`src/rtl/core/tfes_pkg.sv`:
```
package tfes_pkg;

  // Item kinds carried on the slave-side tuser
  typedef enum logic [1:0] {
    OP_CONTACT   = 2'd0,
    OP_EMPTY_END = 2'd1,
    OP_CANCEL    = 2'd2,
    OP_RESERVED  = 2'd3
  } op_e;

  // Configuration register indexes
  localparam logic CFG_EDGE_BAND   = 1'b0;
  localparam logic CFG_OPEN_TRAVEL = 1'b1;
  localparam int unsigned CFG_W    = 12;

  localparam int unsigned FINGER_SLOTS = 2;
  localparam int unsigned ID_W         = 8;
  localparam int unsigned UP_SLOP      = 8;
  localparam int unsigned SIDE_SLOP    = 24;

  // Reset values of the configuration registers
  localparam logic [CFG_W-1:0] EDGE_BAND_RST   = 12'd56;
  localparam logic [CFG_W-1:0] OPEN_TRAVEL_RST = 12'd96;

  // Reciprocal of three for values below 2^16: n/3 = (n * DIV3_MUL) >> DIV3_SHIFT
  localparam logic [15:0] DIV3_MUL   = 16'hAAAB;
  localparam int unsigned DIV3_SHIFT = 17;

  localparam int unsigned OUT_TDATA_W = 8;

  // Non-coordinate fields of one input item
  typedef struct packed {
    op_e             opcode;
    logic [ID_W-1:0] finger_id;
    logic            pressed;
    logic            frame_end;
    logic            panel_open;
  } ctl_t;

  // One result item; claimed sits in the lowest bit
  typedef struct packed {
    logic open_request;
    logic claimed;
  } res_t;

endpackage

```
`src/rtl/core/tfes_in_stage.sv`:
```
module tfes_in_stage #(
  parameter int unsigned COORD_BITS = 12
) (
  input  logic                  clk_i,
  input  logic                  rst_ni,
  input  logic                  valid_i,
  output logic                  ready_o,
  input  tfes_pkg::ctl_t        ctl_i,
  input  logic [COORD_BITS-1:0] pos_x_i,
  input  logic [COORD_BITS-1:0] pos_y_i,
  input  logic                  proc_i,
  output logic                  valid_o,
  output tfes_pkg::ctl_t        ctl_o,
  output logic [COORD_BITS-1:0] pos_x_o,
  output logic [COORD_BITS-1:0] pos_y_o
);
  import tfes_pkg::*;

  logic                  valid_q, valid_d;
  ctl_t                  ctl_q;
  logic [COORD_BITS-1:0] x_q, y_q;
  logic                  load;

  // Take a new item whenever the held one is empty or leaves this cycle
  assign ready_o = !valid_q || proc_i;
  assign load    = valid_i && ready_o;
  assign valid_d = load ? 1'b1 : (proc_i ? 1'b0 : valid_q);

  always_ff @(posedge clk_i or negedge rst_ni) begin
    if (!rst_ni) begin
      valid_q <= 1'b0;
    end else begin
      valid_q <= valid_d;
    end
  end

  // Hold the payload of the accepted item
  always_ff @(posedge clk_i) begin
    if (load) begin
      ctl_q <= ctl_i;
      x_q   <= pos_x_i;
      y_q   <= pos_y_i;
    end
  end

  assign valid_o = valid_q;
  assign ctl_o   = ctl_q;
  assign pos_x_o = x_q;
  assign pos_y_o = y_q;

endmodule

```
`src/rtl/core/tfes_tracker.sv`:
```
module tfes_tracker #(
  parameter int unsigned COORD_BITS = 12
) (
  input  logic                   clk_i,
  input  logic                   rst_ni,
  input  logic                   cfg_we_i,
  input  logic                   cfg_addr_i,
  input  logic [tfes_pkg::CFG_W-1:0] cfg_wdata_i,
  input  logic                   proc_i,
  input  tfes_pkg::ctl_t         ctl_i,
  input  logic [COORD_BITS-1:0]  pos_x_i,
  input  logic [COORD_BITS-1:0]  pos_y_i,
  output logic                   res_valid_o,
  output tfes_pkg::res_t         res_o
);
  import tfes_pkg::*;

  localparam int unsigned CW = ((COORD_BITS > CFG_W) ? COORD_BITS : CFG_W) + 3;
  localparam logic signed [CW-1:0] UP_S   = CW'(UP_SLOP);
  localparam logic signed [CW-1:0] SIDE_S = CW'(SIDE_SLOP);

  function automatic logic signed [CW-1:0] ext_c(input logic [COORD_BITS-1:0] v);
    return $signed({{(CW-COORD_BITS){1'b0}}, v});
  endfunction

  function automatic logic signed [CW-1:0] ext_r(input logic [CFG_W-1:0] v);
    return $signed({{(CW-CFG_W){1'b0}}, v});
  endfunction

  // Configuration and the derived two-thirds threshold
  logic [CFG_W-1:0]  band_q, open_q, part_q;
  logic [CFG_W:0]    twice_w;
  logic [CFG_W+16:0] prod_w;

  assign twice_w = {cfg_wdata_i, 1'b0};
  assign prod_w  = {{16{1'b0}}, twice_w} * {{(CFG_W+1){1'b0}}, DIV3_MUL};

  always_ff @(posedge clk_i or negedge rst_ni) begin
    if (!rst_ni) begin
      band_q <= EDGE_BAND_RST;
      open_q <= OPEN_TRAVEL_RST;
      part_q <= CFG_W'(({1'b0, OPEN_TRAVEL_RST} * 2) / 3);
    end else if (cfg_we_i) begin
      case (cfg_addr_i)
        CFG_EDGE_BAND: band_q <= cfg_wdata_i;
        CFG_OPEN_TRAVEL: begin
          open_q <= cfg_wdata_i;
          part_q <= prod_w[DIV3_SHIFT +: CFG_W];
        end
        default: band_q <= band_q;
      endcase
    end
  end

  // Finger slots and gesture flags
  logic [ID_W-1:0]       id_q   [FINGER_SLOTS];
  logic [ID_W-1:0]       id_d   [FINGER_SLOTS];
  logic [COORD_BITS-1:0] sx_q   [FINGER_SLOTS];
  logic [COORD_BITS-1:0] sx_d   [FINGER_SLOTS];
  logic [COORD_BITS-1:0] sy_q   [FINGER_SLOTS];
  logic [COORD_BITS-1:0] sy_d   [FINGER_SLOTS];
  logic [COORD_BITS-1:0] cx_q   [FINGER_SLOTS];
  logic [COORD_BITS-1:0] cx_d   [FINGER_SLOTS];
  logic [COORD_BITS-1:0] cy_q   [FINGER_SLOTS];
  logic [COORD_BITS-1:0] cy_d   [FINGER_SLOTS];
  logic [FINGER_SLOTS-1:0] act_q, act_d, path_q, path_d, match;
  logic track_q, track_d, elig_q, elig_d, claim_q, claim_d, opened_q, opened_d;

  logic                 hit_found, free_found, slot, evaluate, req;
  logic signed [CW-1:0] dy, dx, d0, d1, dsum;

  always_comb begin
    for (int i = 0; i < FINGER_SLOTS; i++) begin
      match[i] = act_q[i] && (id_q[i] == ctl_i.finger_id);
    end
  end
  assign hit_found  = |match;
  assign free_found = !(&act_q);

  // Apply one item to the slots, then score the frame if it ends here
  always_comb begin
    id_d     = id_q;
    sx_d     = sx_q;
    sy_d     = sy_q;
    cx_d     = cx_q;
    cy_d     = cy_q;
    act_d    = act_q;
    path_d   = path_q;
    track_d  = track_q;
    elig_d   = elig_q;
    claim_d  = claim_q;
    opened_d = opened_q;
    slot     = hit_found ? !match[0] : act_q[0];
    dy       = '0;
    dx       = '0;
    d0       = '0;
    d1       = '0;
    dsum     = '0;
    evaluate = 1'b0;
    req      = 1'b0;

    case (ctl_i.opcode)
      OP_CONTACT: begin
        evaluate = ctl_i.frame_end;
        if (ctl_i.pressed) begin
          if (!hit_found && !free_found) begin
            // third finger: no slot, gesture spoilt
            elig_d = 1'b0;
          end else begin
            if (!hit_found) begin
              id_d[slot]   = ctl_i.finger_id;
              sx_d[slot]   = pos_x_i;
              sy_d[slot]   = pos_y_i;
              path_d[slot] = 1'b1;
              act_d[slot]  = 1'b1;
            end
            cx_d[slot] = pos_x_i;
            cy_d[slot] = pos_y_i;
            dy = ext_c(pos_y_i) - ext_c(sy_d[slot]);
            dx = ext_c(pos_x_i) - ext_c(sx_d[slot]);
            if (dx < 0) begin
              dx = -dx;
            end
            if ((dy < -UP_S) || (dx > dy + SIDE_S)) begin
              path_d[slot] = 1'b0;
              if (track_q) begin
                elig_d = 1'b0;
              end
            end
            if ((&act_d) && !track_q) begin
              track_d  = 1'b1;
              elig_d   = (ext_c(sy_d[0]) <= ext_r(band_q)) &&
                         (ext_c(sy_d[1]) <= ext_r(band_q)) && path_d[0] && path_d[1];
              claim_d  = elig_d;
              opened_d = 1'b0;
            end
          end
        end else if (hit_found) begin
          cx_d[slot]  = pos_x_i;
          cy_d[slot]  = pos_y_i;
          act_d[slot] = 1'b0;
          if (track_q) begin
            elig_d = 1'b0;
          end
        end
      end
      OP_EMPTY_END: evaluate = 1'b1;
      OP_CANCEL: begin
        act_d    = '0;
        track_d  = 1'b0;
        elig_d   = 1'b0;
        claim_d  = 1'b0;
        opened_d = 1'b0;
      end
      default: evaluate = 1'b0;
    endcase

    if (evaluate) begin
      d0   = ext_c(cy_d[0]) - ext_c(sy_d[0]);
      d1   = ext_c(cy_d[1]) - ext_c(sy_d[1]);
      dsum = (d0 + d1) >>> 1;
      req  = track_d && elig_d && !opened_d && !ctl_i.panel_open && (&act_d) &&
             (d0 >= 0) && (d1 >= 0) && path_d[0] && path_d[1] &&
             (d0 >= ext_r(part_q)) && (d1 >= ext_r(part_q)) &&
             (dsum >= ext_r(open_q));
      if (req) begin
        opened_d = 1'b1;
      end
    end

    res_o.claimed      = claim_d;
    res_o.open_request = req;

    // No finger left: drop the whole gesture
    if (evaluate && (act_d == '0)) begin
      track_d  = 1'b0;
      elig_d   = 1'b0;
      claim_d  = 1'b0;
      opened_d = 1'b0;
    end
  end

  assign res_valid_o = proc_i && evaluate;

  always_ff @(posedge clk_i or negedge rst_ni) begin
    if (!rst_ni) begin
      act_q    <= '0;
      path_q   <= '0;
      track_q  <= 1'b0;
      elig_q   <= 1'b0;
      claim_q  <= 1'b0;
      opened_q <= 1'b0;
      for (int i = 0; i < FINGER_SLOTS; i++) begin
        id_q[i] <= '0;
        sx_q[i] <= '0;
        sy_q[i] <= '0;
        cx_q[i] <= '0;
        cy_q[i] <= '0;
      end
    end else if (proc_i) begin
      act_q    <= act_d;
      path_q   <= path_d;
      track_q  <= track_d;
      elig_q   <= elig_d;
      claim_q  <= claim_d;
      opened_q <= opened_d;
      id_q     <= id_d;
      sx_q     <= sx_d;
      sy_q     <= sy_d;
      cx_q     <= cx_d;
      cy_q     <= cy_d;
    end
  end

endmodule

```
`src/rtl/core/tfes_out_stage.sv`:
```
module tfes_out_stage (
  input  logic                                clk_i,
  input  logic                                rst_ni,
  input  logic                                load_i,
  input  tfes_pkg::res_t                      res_i,
  input  logic                                ready_i,
  output logic                                valid_o,
  output logic [tfes_pkg::OUT_TDATA_W-1:0]    data_o
);
  import tfes_pkg::*;

  logic valid_q, valid_d;
  res_t res_q;

  // Keep the item until the sink takes it
  assign valid_d = load_i ? 1'b1 : (ready_i ? 1'b0 : valid_q);

  always_ff @(posedge clk_i or negedge rst_ni) begin
    if (!rst_ni) begin
      valid_q <= 1'b0;
    end else begin
      valid_q <= valid_d;
    end
  end

  always_ff @(posedge clk_i) begin
    if (load_i) begin
      res_q <= res_i;
    end
  end

  assign valid_o = valid_q;
  assign data_o  = {{(OUT_TDATA_W-$bits(res_t)){1'b0}}, res_q};

endmodule

```
`src/rtl/core/two_finger_edge_swipe_detector.sv`:
```
// Two-finger top-edge swipe detector. Touch reports enter on the slave stream
// (tuser selects contact report, empty frame end or cancel; tlast marks the last
// report of a frame) and one result item (claimed, open_request) leaves on the
// master stream for every frame end. Each item is held in the input register,
// is applied to the two finger slots combinationally and lands in the output
// register. One item is taken every cycle while the sink keeps up; a stalled
// output register holds the pipe. Write cfg registers only while no item is in
// flight: index 0 is the edge band height, index 1 the open travel.
module two_finger_edge_swipe_detector #(
  parameter int unsigned COORD_BITS = 12
) (
  input  logic                               clk_i,
  input  logic                               rst_ni,
  input  logic                               cfg_we_i,
  input  logic                               cfg_addr_i,
  input  logic [tfes_pkg::CFG_W-1:0]         cfg_wdata_i,
  input  logic                               s_axis_tvalid,
  output logic                               s_axis_tready,
  // finger_id, pos_x, pos_y, pressed, panel_open, zero fill
  input  logic [((2*COORD_BITS+10+7)/8)*8-1:0] s_axis_tdata,
  // opcode
  input  logic [1:0]                         s_axis_tuser,
  input  logic                               s_axis_tlast,
  output logic                               m_axis_tvalid,
  input  logic                               m_axis_tready,
  // claimed, open_request, zero fill
  output logic [tfes_pkg::OUT_TDATA_W-1:0]   m_axis_tdata
);
  import tfes_pkg::*;

  localparam int unsigned X_LSB  = ID_W;
  localparam int unsigned Y_LSB  = ID_W + COORD_BITS;
  localparam int unsigned PR_BIT = ID_W + 2 * COORD_BITS;
  localparam int unsigned PO_BIT = PR_BIT + 1;

  ctl_t                  s_ctl, h_ctl;
  logic [COORD_BITS-1:0] h_x, h_y;
  logic                  h_valid, proc, res_valid;
  res_t                  res;

  // Unpack the incoming item
  always_comb begin
    s_ctl.opcode     = op_e'(s_axis_tuser);
    s_ctl.finger_id  = s_axis_tdata[ID_W-1:0];
    s_ctl.pressed    = s_axis_tdata[PR_BIT];
    s_ctl.frame_end  = s_axis_tlast;
    s_ctl.panel_open = s_axis_tdata[PO_BIT];
  end

  // Advance the held item when the output register can take a result
  assign proc = h_valid && (!m_axis_tvalid || m_axis_tready);

  tfes_in_stage #(.COORD_BITS(COORD_BITS)) u_in (
    .clk_i   (clk_i),
    .rst_ni  (rst_ni),
    .valid_i (s_axis_tvalid),
    .ready_o (s_axis_tready),
    .ctl_i   (s_ctl),
    .pos_x_i (s_axis_tdata[X_LSB +: COORD_BITS]),
    .pos_y_i (s_axis_tdata[Y_LSB +: COORD_BITS]),
    .proc_i  (proc),
    .valid_o (h_valid),
    .ctl_o   (h_ctl),
    .pos_x_o (h_x),
    .pos_y_o (h_y)
  );

  tfes_tracker #(.COORD_BITS(COORD_BITS)) u_track (
    .clk_i       (clk_i),
    .rst_ni      (rst_ni),
    .cfg_we_i    (cfg_we_i),
    .cfg_addr_i  (cfg_addr_i),
    .cfg_wdata_i (cfg_wdata_i),
    .proc_i      (proc),
    .ctl_i       (h_ctl),
    .pos_x_i     (h_x),
    .pos_y_i     (h_y),
    .res_valid_o (res_valid),
    .res_o       (res)
  );

  tfes_out_stage u_out (
    .clk_i   (clk_i),
    .rst_ni  (rst_ni),
    .load_i  (res_valid),
    .res_i   (res),
    .ready_i (m_axis_tready),
    .valid_o (m_axis_tvalid),
    .data_o  (m_axis_tdata)
  );

endmodule

```
`config.mk`:
```
export PLATFORM = sky130hd
export DESIGN_NAME = two_finger_edge_swipe_detector
export DESIGN_NICKNAME = d
export VERILOG_FILES = /design/src/rtl/core/tfes_pkg.sv /design/src/rtl/core/tfes_in_stage.sv /design/src/rtl/core/tfes_tracker.sv /design/src/rtl/core/tfes_out_stage.sv /design/src/rtl/core/two_finger_edge_swipe_detector.sv
export SDC_FILE = /design/constraint.sdc
export NUM_CORES = 1
export LEC_CHECK = 0
export BUFFER_PORTS_ARGS = -buffer_cell sky130_fd_sc_hd__buf_2
export CAP_MARGIN = 20
export CORE_AREA = 2 2 167 202
export DETAILED_ROUTE_END_ITERATION = 10
export DIE_AREA = 0 0 169 204
export PLACE_DENSITY = 0.71
export REMOVE_ABC_BUFFERS = 1
export SYNTH_ARGS = -nofsm -noshare
export SYNTH_HDL_FRONTEND = slang
export SYNTH_SLANG_ARGS = --single-unit
```
`constraint.sdc`:
```
create_clock -name clk_i -period 8 [get_ports clk_i]
set_input_delay 0.4 -clock clk_i [delete_from_list [all_inputs] [get_ports clk_i]]
set_output_delay 0.4 -clock clk_i [all_outputs]
set_load 0.005 [all_outputs]
```
### After elaboration in Yosys (flattened, before gate mapping)

Index checks and enable logic that the tools add are counted.

| storage, ports and cells | value |
|---|---|
| register bits after elaboration | 173 |
| bits of input ports | 61 |
| output and inout port bits | 10 |
| word-level logic and storage cells | 194 |

| cells by class | value |
|---|---|
| add/sub/neg operators | 7 |
| multipliers | 1 |
| $lt $le $gt $ge | 14 |
| eq/ne operators | 4 |
| muxes and demuxes | 85 |
| bitwise logic cells | 9 |
| reduce and logical (&&, ||, !) cells | 46 |

Operators with widths:

| cell | number |
|---|---|
| $mux 24 | 15 |
| $mux 12 | 7 |
| $bwmux 24 | 3 |
| $mux 15 | 4 |
| $sub 12x12->13 | 4 |
| $mux 2 | 18 |
| $mul 12x16->28 const B | 1 |
| $mux 1 | 27 |
| $ge 13x1->1 const B | 2 |
| $ge 13x13->1 | 2 |
| $le 12x12->1 | 2 |
| $logic_and 1x1->1 | 24 |
| $bwmux 16 | 1 |
| $eq 8x8->1 | 2 |
| $add 15x6->15 const B | 1 |
| $gt 15x15->1 | 1 |
| $lt 15x4->1 const B | 1 |
| $neg 13->15 | 1 |
| $add 13x13->14 | 1 |
| $ge 14x13->1 | 1 |
| $lt 13x1->1 const B | 1 |
| $demux 12 s1 | 1 |
| $pmux 1 s2 | 5 |
| $reduce_and 2->1 | 5 |
| 22 further kinds | 36 |

### Depth between registers and ports, before layout

Gate-level depths: netlist (run 1).

| depth | value |
|---|---|
| depth after elaboration | 49 |
| depth in mapped cells | 33 |
| gate-level depth less buffers | 33 |

### Hierarchy

A second synthesis (run 1) with hierarchy kept.

| unflattened totals | value |
|---|---|
| cells, all modules | 1,573 |
| area, all modules | 15,185.8 µm² |

By module, submodules not included:

| module | times used | cells each | area each (µm²) | seq. area each (µm²) |
|---|---|---|---|---|
| tfes_tracker | 1 | 1,518 | 13,864.5 | 3,310.7 |
| tfes_in_stage | 1 | 41 | 1,164.9 | 1,136.1 |
| tfes_out_stage | 1 | 12 | 145.1 | 85.1 |
| two_finger_edge_swipe_detector | 1 | 2 | 11.3 | 0.0 |

### Worst setup path after synthesis (run 1)

OpenSTA, ideal clock, no wires.

| timing path | value |
|---|---|
| kind | reg2reg |
| from | register u_in.ctl_q, in the netlist u_in.ctl_o[6] |
| to | register u_track.opened_q |
| setup time | 0.103 ns |
| data arrival time | 6.672 ns |
| required time | 7.897 ns |
| setup slack | 1.225 ns |
| stages on the path, launching flop included | 31 |
| buffers on the path | 2 |
| period minus slack after synthesis | 6.775 ns |
| cells stage by stage | edfxtp_1 -> xor2_1 -> nor4_2 -> a21o_1 -> nor2_2 -> a21oi_1 -> clkbuf_1 -> clkbuf_1 -> a21oi_1 -> ha_1 -> fa_1 -> inv_1 -> fa_1 -> a21o_1 -> a21oi_1 -> o21bai_1 -> a21oi_1 -> nor2b_1 -> o21a_1 -> o31a_1 -> o41ai_1 -> xnor2_1 -> ha_1 -> o21ai_0 -> a221oi_1 -> o2111a_1 -> o211ai_1 -> a311o_1 -> and4bb_1 -> o2111ai_2 -> o41ai_2 |

RTL lines:

| item | RTL line | text |
|---|---|---|
| from (decl) | tfes_in_stage.sv:20 | `ctl_t ctl_q;` |
| from (signal assigned) | tfes_in_stage.sv:40 | `ctl_q <= ctl_i;` |
| to (signal assigned) | tfes_tracker.sv:206 | `opened_q <= opened_d;` |
| to (decl) | tfes_tracker.sv:67 | `logic track_q, track_d, elig_q, elig_d, claim_q, claim_d, opened_q, opened_d;` |

==> impl_results.md, run 1 <==
- Worst slew margin relative to its limit: 28.16%
- RePlAce Congestion: 0.9435
- Gr usage total: 22.04%
- Final routed DRC violation total: 0
- Kind of path behind the tightest hold check: in -> async
- Core Footprint: 32700 µm²
- Global-route wire length before repair: 60.71 mm
- Number of DRC markers after the initial detailed-route iteration: 730
- Die height: 204 µm
- Number of max-slew violations in the final report: 0
- Via density: 5.675
- Cell with the most instances on the worst path: o21ai_0
- Slew at the pin closest to its max-slew limit: 1078 ps
- Data arrival time of the critical path: 7630 ps
- H-tree depth reported by CTS: 4
- Worst skew pair latency: 450 ps
- Hold Vio Cnt, Final: 0
- Peak fanout along the critical path: 25
- Post-detailed-route wirelength per cell: 17.40 µm
- Post-Syn Area per Cell: 9.505 µm²
- Synth cell types: 90
- Number of buffers added on ports: 58
- Clock input transition at the sequential cells of the worst setup and hold paths: 70 ps
- Highest Clock Rate: 0.1374 GHz
- Synth top area share: 20.81%
- Share of post-route cells with drive strength above 1: 14.32%
- Nature of the critical path endpoint: flop
- Worst stage delay on the critical path: 480 ps
- Number of clock buffers inserted by TritonCTS: 17
- Count of max-cap constraint violations: 0
- Sequential element share of the synthesized area: 29.45%
- Total length of routed wires: 36.57 mm
- Slowest CP cell: or3_1
- Number of global-route vias before repair: 12298
- Run status: finished, final reports clean
- Area leader, netlist: dfrtp_1
- Effective utilization at floorplan: 47.06%
- Post-synthesis sequential element count: 173
- Width of the chip: 169 µm
- Cell types with the largest area share after synthesis: dfrtp_1, ha_1, edfxtp_1
- Total number of nets in the final design: 1999
- CTS sink cnt: 173
- Final antenna diode count: 0
- Maximum number of pins on one net before global-route repair: 88
- Final setup violation count: 0
- Overflow left after global routing: 0
- CP Launch Type: flop
- Clock tree buffer depth: 2
- Cell Area, Synth: 15390 µm²
- Clock Skew: 10.46 ps
- Portion of the clock cycle consumed by the worst path in the final layout: 90.98%
- Clk root buf: clkbuf_16
- Relative area change from synthesis to final layout: 9.960%
- Number of antenna violations at the first check in global routing: 1
- Number of top-level pins: 71
- CTS tree: built
- Number of placement rows: 73
- Number of synthesis warnings: 0
- DR vias: 11928
- Gate count after technology mapping: 1619
- Critical setup path kind: reg -> reg
- Most used DFF post-synth: dfrtp_1
- Antenna viol nets, final: 0
- Count of filler cells inserted in the layout: 2948
- Time the final worst path needs with I/O delays and setup: 7279 ps
- Post-synth EDFFs: 39
- Proportion of register bits with asynchronous set or reset after synthesis: 77.46%
- Data required time of the critical path: 8350 ps
- First-pass iteration count of the detailed router: 5
- Final core utilization: 51.75%
- Die outline area: 34480 µm²
- Post-DP HPWL: 28.56 mm
-- what timing repair did --
item	4_1_cts	5_1_grt
setup endpoints to repair	0	2
resized for setup	0	13
setup buffers	0	0
hold buffers	0	0
-- through the flow --
stage | setup TNS (ps) | worst slack, ps | instances | hold slack [ps] | area, µm²
6_report | 0 | 721.5 | 2102 | 33.00 | 16920
4_1_cts | 0 | 455.3 | 2101 | 73.62 | 16820
5_1_grt | -11.09 | -11.09 | 2102 | 99.66 | 16920
2_1_floorplan | 0 | 119.8 | 1571 | 104.4 | 15180
3_3_place_gp | 0 | 611.9 | 2069 | 464.3 | 16210
3_5_place_dp | 0 | 530.6 | 2069 | 471.2 | 16210
-- cell usage in the layout (no fill, tap or decap), types with 11 or more instances in the layout --
master	instances
o21ai_0	130
nand3_1	19
nor2b_1	21
buf_4	27
ha_1	210
xor2_1	24
a21oi_1	68
edfxtp_1	39
xnor2_1	56
inv_1	158
dfrtp_1	128
mux2i_1	47
o21ai_1	11
mux2_2	83
a21o_1	27
nor2_1	102
nor3_1	22
o21a_1	16
fa_1	51
buf_2	57
clkbuf_16	17
nand2_1	146
-- critical path: cells and delay by family, from the launching register on --
family | cells | cell delay, ps
DFF | 1 | 450
adders and majority gates | 3 | 830
xor gates and xnor gates | 3 | 650
and+or+nand+nor | 7 | 1460
AOI/OAI and AO/OA | 17 | 3500
buffers and inverters | 1 | 240
-- state kept, by name (all words and copies together), names as in the netlist, 2 cells and up --
signal and flops:
u_track.band_q 12, u_track.act_q 2, u_track.sy_q 24, u_in.ctl_o 13
u_track.sx_q 24, u_track.open_q 12, u_in.pos_x_o 12, u_track.id_q 16
u_track.part_q 12, u_track.path_q 2, u_out.data_o 2, u_track.cy_q 24
u_in.pos_y_o 12
-- per-layer routing --
metal	track usage, %	up-vias	wire length [µm]
li1	-	5834	-
met1	25.50	5745	15160
met2	40.09	268	18740
met3	3.389	79	1273
met4	9.921	2	1390
met5	0	-	13
-- worst paths after layout --
path                                        start                end  slack [ps]  cells after the start
worst max-delay path                u_in.ctl_o[5]   u_track.opened_q         720                     31
worst max register to register      u_in.ctl_o[5]   u_track.opened_q         720                     31
worst min-delay path                       rst_ni   u_track.cy_q[15]          30                      1
max in group asynchronous                  rst_ni    u_track.id_q[8]        6850                      2
min in group clk_i                s_axis_tdata[7]     u_in.ctl_o[10]         120                      1
worst min register to register  u_track.open_q[7]  u_track.open_q[7]         480                      2
-- cells in the mapped netlist (4+ instances only) --
| library cell | instances |
|---|---|
| clkbuf_1 | 37 |
| nand4_1 | 10 |
| nor2_1 | 104 |
| inv_1 | 158 |
| o21bai_1 | 5 |
| mux2_2 | 83 |
| a21boi_0 | 10 |
| or4_1 | 4 |
| a211oi_1 | 8 |
| a21oi_1 | 69 |
| fa_1 | 51 |
| and4b_1 | 4 |
| o21ai_0 | 130 |
| nand3_1 | 19 |
| nor2b_1 | 21 |
| nor3_1 | 23 |
| nand2b_1 | 10 |
| and3_1 | 7 |
| o31a_1 | 5 |
| o211ai_1 | 10 |
| buf_4 | 6 |
| buf_1 | 6 |
| dfstp_2 | 6 |
| o41ai_1 | 5 |
| or3_1 | 7 |
| nor3b_1 | 7 |
| ha_1 | 210 |
| edfxtp_1 | 39 |
| nand2_1 | 146 |
| a21o_1 | 27 |
| o21ai_1 | 11 |
| mux2i_1 | 47 |
| xnor2_1 | 56 |
| xor2_1 | 24 |
| a31oi_1 | 9 |
| buf_2 | 6 |
| o221ai_1 | 8 |
| dfrtp_1 | 128 |
| o22ai_1 | 10 |
| o21a_1 | 16 |
| o31ai_1 | 6 |
-- cell families after synthesis --
logic type / count (synthesis) / synth area share (%)
xor gates and xnor gates: 80 / 4.553
DFF: 173 / 29.45
muxes: 131 / 9.204
AOI/OAI and AO/OA: 375 / 15.94
and+or+nand+nor: 383 / 11.68
buffers and inverters: 215 / 5.439
adders and majority gates: 261 / 23.71
other: 1 / 0.02437
-- area by class of cell --
type | count | area, µm² | share of cell area, %
multi-input cells | 1238 | 10120 | 59.82
flip-flops and latches | 173 | 4532 | 26.78
inverters | 160 | 600.6 | 3.549
repair buffers | 87 | 538.0 | 3.180
well taps | 412 | 515.5 | 3.046
clock buffers | 18 | 439.2 | 2.595
clock inverters | 14 | 173.9 | 1.028
Power of run 1 is left out: the tool's default activity adds up to more than one toggle a clock period on the data nets, which glitch-free logic cannot reach.
==> run 2, diff against run 1 <==
--- a/config.mk
+++ b/config.mk
@@ -7,10 +7,13 @@
 export LEC_CHECK = 0
 export BUFFER_PORTS_ARGS = -buffer_cell sky130_fd_sc_hd__buf_2
 export CAP_MARGIN = 20
-export CORE_AREA = 2 2 167 202
+export CELL_PAD_IN_SITES_DETAIL_PLACEMENT = 1
+export CELL_PAD_IN_SITES_GLOBAL_PLACEMENT = 2
+export CORE_AREA = 2 2 180 218
 export DETAILED_ROUTE_END_ITERATION = 10
-export DIE_AREA = 0 0 169 204
-export PLACE_DENSITY = 0.71
+export DIE_AREA = 0 0 182 220
+export GPL_TIMING_DRIVEN = 1
+export PLACE_DENSITY = 0.88
 export REMOVE_ABC_BUFFERS = 1
 export SYNTH_ARGS = -nofsm -noshare
 export SYNTH_HDL_FRONTEND = slang
==> impl_results.md, run 2 (synthesized netlist as in run 1, its figures left out) <==
- Cell with the most instances on the worst path: o21ai_0
- Antenna viol nets, final: 0
- First-pass iteration count of the detailed router: 4
- RePlAce Congestion: 0.8596
- Clock tree buffer depth: 2
- CTS tree: built
- Overflow left after global routing: 0
- Maximum number of pins on one net before global-route repair: 76
- Core Footprint: 38150 µm²
- Kind of path behind the tightest hold check: in -> async
- Die outline area: 40040 µm²
- Number of buffers added on ports: 58
- Number of max-slew violations in the final report: 0
- Worst skew pair latency: 460 ps
- Final setup violation count: 0
- Clk root buf: clkbuf_16
- Clock input transition at the sequential cells of the worst setup and hold paths: 70 ps
- Register-to-register setup slack: 580 ps
- H-tree depth reported by CTS: 4
- Hold Vio Cnt, Final: 17
- Final antenna diode count: 0
- Post-DP HPWL: 34.11 mm
- Global-route wire length before repair: 69.53 mm
- Post-detailed-route wirelength per cell: 19.57 µm
- Hold slack final: -9.304 ps
- Number of antenna violations at the first check in global routing: 1
- Commonest non-fill, non-tap cell in the layout: ha_1
- Final routed DRC violation total: 0
- Met1 WL: 17.37 mm
- Number of placement rows: 79
- Die height: 220 µm
- Failing checks: negative hold slack
- Slowest CP cell: edfxtp_1
- Highest Clock Rate: 0.1348 GHz
- DR vias: 12141
- Relative area change from synthesis to final layout: 11.34%
- Registers with the highest flip-flop counts: u_track.cy_q: 24 flops, u_track.sx_q: 24 flops, u_track.sy_q: 24 flops
- Number of global-route vias before repair: 13175
- FF-to-FF Start: u_in.ctl_o[8]
- Via density: 5.524
- Commonest cells after routing, fill and taps aside: ha_1, inv_1, nand2_1
- Clock Skew: 9.436 ps
- Worst slew margin relative to its limit: 30.09%
- Data arrival time of the critical path: 7700 ps
- Critical setup path kind: reg -> reg
- Peak fanout along the critical path: 11
- Nature of the critical path endpoint: flop
- Length in cells of the worst reg-to-reg path: 30
- Gr usage total: 22.24%
- Instance area at placement: 16430 µm²
- Total number of nets in the final design: 2021
- Width of the chip: 182 µm
- Run status: finished, violations left
- Count of max-cap constraint violations: 0
- Number of top-level pins: 71
- Time the final worst path needs with I/O delays and setup: 7420 ps
- CP Launch Type: flop
- Cell area after layout: 17130 µm²
- Met3 wire length: 872 µm
- Effective utilization at floorplan: 40.33%
- Critical register-to-register path endpoint: u_out.data_o[1]
- Share of post-route cells with drive strength above 1: 15.25%
- Slew at the pin closest to its max-slew limit: 1049 ps
- CTS sink cnt: 173
- Data required time of the critical path: 8280 ps
- Portion of the clock cycle consumed by the worst path in the final layout: 92.75%
- Number of DRC markers after the initial detailed-route iteration: 404
- Highest metal used: met5
- Worst stage delay on the critical path: 460 ps
- Number of clock buffers inserted by TritonCTS: 17
- Routed met2 length: 23.19 mm
- Total length of routed wires: 43.01 mm
==> run 2: worst max-delay path by stage <==
stage / from / end / slack (ps) / cells past startpoint
finish: u_in.ctl_o[8] / u_out.data_o[1] / 580 / 30
global route: u_in.ctl_o[8] / u_out.data_o[1] / -10 / 32
CTS: u_in.ctl_o[8] / u_out.data_o[1] / 140 / 31
detailed placement: u_in.ctl_o[8] / u_out.data_o[1] / 240 / 31
global placement: u_in.ctl_o[3] / u_track.opened_q / 440 / 32
floorplan: u_in.ctl_o[6] / u_track.opened_q / 120 / 30
==> run 2: timing repair <==
item,in CTS,in global routing
setup buffers,0,5
setup endpoints to repair,0,2
hold buffers,0,0
gates resized for setup,0,15
==> run 2: layout make-up <==
cell class,instances,area (µm²)
timing repair buffer,109,723.2
fill,4405,21020
clock inverter,14,122.6
tap,486,608.1
inverter,160,600.6
clock buffer,18,429.2
multi-input combinational,1238,10120
sequential,173,4532
==> run 2: layer usage <==
layer,vias up,track usage (%)
met3,78,2.975
met5,-,0
met2,139,42.37
met4,2,8.817
met1,6053,24.98
li1,5869,-
==> run 2: stage by stage <==
step / setup TNS (ps) / setup WS [ps] / utilization (%) / hold slack, ps / cells
3_5_place_dp: 0 / 244.8 / 43.07 / 471.2 / 2159
4_1_cts: 0 / 142.5 / 44.51 / 29.00 / 2191
2_1_floorplan: 0 / 119.8 / - / 104.4 / 1571
6_report: 0 / 579.9 / 44.91 / -9.304 / 2198
3_3_place_gp: 0 / 441.0 / 43.07 / 461.4 / 2159
5_1_grt: -12.56 / -12.56 / 44.91 / 42.32 / 2198
==> run 2: worst max-delay path, delay by kind of cell, from the launching register on <==
family / cells / cell delay (ps)
adders and majority gates: 3 / 970
muxes: 1 / 180
and+or+nand+nor: 7 / 1620
buffers and inverters: 1 / 270
xor gates and xnor gates: 3 / 730
AOI/OAI and AO/OA: 15 / 3010
DFF: 1 / 460
Power of run 2 is left out for the same reason.
==> run 3, diff against run 2 <==
--- a/config.mk
+++ b/config.mk
@@ -14,6 +14,7 @@
 export DIE_AREA = 0 0 182 220
 export GPL_TIMING_DRIVEN = 1
 export PLACE_DENSITY = 0.88
+export RECOVER_POWER = 50
 export REMOVE_ABC_BUFFERS = 1
 export SYNTH_ARGS = -nofsm -noshare
 export SYNTH_HDL_FRONTEND = slang
==> impl_results.md, run 3 (synthesized netlist as in run 1, its figures left out) <==
- Worst stage delay on the critical path: 460 ps
- Number of buffers added on ports: 58
- FF-to-FF Start: u_in.ctl_o[8]
- Clock Skew: 9.351 ps
- Data arrival time of the critical path: 7710 ps
- Slowest CP cell: edfxtp_1
- First-pass iteration count of the detailed router: 5
- Portion of the clock cycle consumed by the worst path in the final layout: 92.86%
- Final setup violation count: 0
- Commonest cells after routing, fill and taps aside: ha_1, inv_1, nand2_1
- Worst Hold End: u_in.pos_x_o[9]
- Run status: finished, violations left
- Length in cells of the worst reg-to-reg path: 30
- Clock tree buffer depth: 2
- Antenna viol nets, final: 0
- Width of the chip: 182 µm
- Final routed DRC violation total: 0
- Critical setup path kind: reg -> reg
- Relative area change from synthesis to final layout: 11.13%
- Worst slew margin relative to its limit: -200.8%
- Number of antenna violations at the first check in global routing: 1
- Worst Hold Launch: s_axis_tdata[17]
- Number of hold buffers added after cts: 0
- Nature of the critical path endpoint: flop
- Overflow left after global routing: 0
- DR vias: 12161
- Number of clock buffers inserted by TritonCTS: 17
- Peak fanout along the critical path: 11
- Effective utilization at floorplan: 40.33%
- H-tree depth reported by CTS: 4
- Number of DRC markers after the initial detailed-route iteration: 397
- Via density: 5.533
- Commonest non-fill, non-tap cell in the layout: ha_1
- Register-to-register setup slack: 570 ps
- Number of max-slew violations in the final report: 218
- Registers with the highest flip-flop counts: u_track.cy_q: 24 flops, u_track.sx_q: 24 flops, u_track.sy_q: 24 flops
- Total number of nets in the final design: 2021
- Number of placement rows: 79
- Data required time of the critical path: 8280 ps
- Global-route wire length before repair: 69.53 mm
- Post-detailed-route wirelength per cell: 19.54 µm
- Post-DP HPWL: 34.11 mm
- Share of post-route cells with drive strength above 1: 14.49%
- Hold slack final: 115.0 ps
- Worst skew pair latency: 460 ps
- Cell with the most instances on the worst path: o21ai_0
- Count of filler cells inserted in the layout: 4413
- CP Launch Type: flop
- Maximum number of pins on one net before global-route repair: 76
- Gr usage total: 22.24%
- Count of max-cap constraint violations: 4
- Time the final worst path needs with I/O delays and setup: 7429 ps
- Number of top-level pins: 71
- Failing checks: max-capacitance violations, max-slew violations
- Die outline area: 40040 µm²
- RePlAce Congestion: 0.8596
- Highest Clock Rate: 0.1346 GHz
- Hold Crit Depth: 1
- Clock input transition at the sequential cells of the worst setup and hold paths: 70 ps
- Die height: 220 µm
- Clk root buf: clkbuf_16
- Total length of routed wires: 42.95 mm
- Number of global-route vias before repair: 13175
- Setup total negative slack: 0 ps
- Critical register-to-register path endpoint: u_out.data_o[1]
- CTS tree: built
- Slew at the pin closest to its max-slew limit: 4513 ps
- Final antenna diode count: 0
- Kind of path behind the tightest hold check: in -> reg
- Core Footprint: 38150 µm²
- Hold Vio Cnt, Final: 0
- CTS sink cnt: 173
[run 3: cell type report]
cell class / instances / area (µm²) / share of cell area [%]
Timing Repair Buffer: 109 / 690.7 / 4.039
Multi-Input combinational cell: 1238 / 10120 / 59.17
Tap cell: 486 / 608.1 / 3.556
Clock buffer: 18 / 429.2 / 2.510
Sequential cell: 173 / 4532 / 26.50
Inverter: 160 / 600.6 / 3.512
Clock inverter: 14 / 122.6 / 0.7170
[run 3: stage by stage]
| stage | util (%) | cell area (µm²) | cells | setup WS (ps) |
|---|---|---|---|---|
| floorplan | - | 15180 | 1571 | 119.8 |
| global placement | 43.07 | 16430 | 2159 | 441.0 |
| detailed placement | 43.07 | 16430 | 2159 | 244.8 |
| CTS | 44.51 | 16980 | 2191 | 142.5 |
| global route | 44.82 | 17100 | 2198 | -12.56 |
| finish | 44.82 | 17100 | 2198 | 571.1 |
[run 3: worst max-delay path, delay by kind of cell (launching register included)]
| kind | cells | cell delay [ps] |
|---|---|---|
| flops | 1 | 460 |
| buf+inv | 1 | 270 |
| fa+ha+maj | 3 | 970 |
| compound gates | 15 | 3010 |
| simple gates | 7 | 1620 |
| mux | 1 | 180 |
| xor+xnor | 3 | 730 |
[run 3: how the worst max path moves through the flow]
stage             startpoint                to  slack [ps]
6_report       u_in.ctl_o[8]   u_out.data_o[1]         570
5_1_grt        u_in.ctl_o[8]   u_out.data_o[1]         -10
4_1_cts        u_in.ctl_o[8]   u_out.data_o[1]         140
3_5_place_dp   u_in.ctl_o[8]   u_out.data_o[1]         240
3_3_place_gp   u_in.ctl_o[3]  u_track.opened_q         440
2_1_floorplan  u_in.ctl_o[6]  u_track.opened_q         120
[run 3: layer usage]
layer	routed length, µm	track usage (%)	vias up	share of wire [%]
met5	13	0	-	0.030
met4	1509	8.817	2	3.5
met3	910	2.975	73	2.1
met2	23090	42.37	149	54
met1	17430	24.98	6064	41
li1	-	-	5873	-
[run 3: what timing repair did]
item	CTS	global route
resized for setup	0	15
hold endpoints to repair	0	0
setup buffers	0	5
setup endpoints to repair	0	2
Power of run 3 is left out for the same reason.
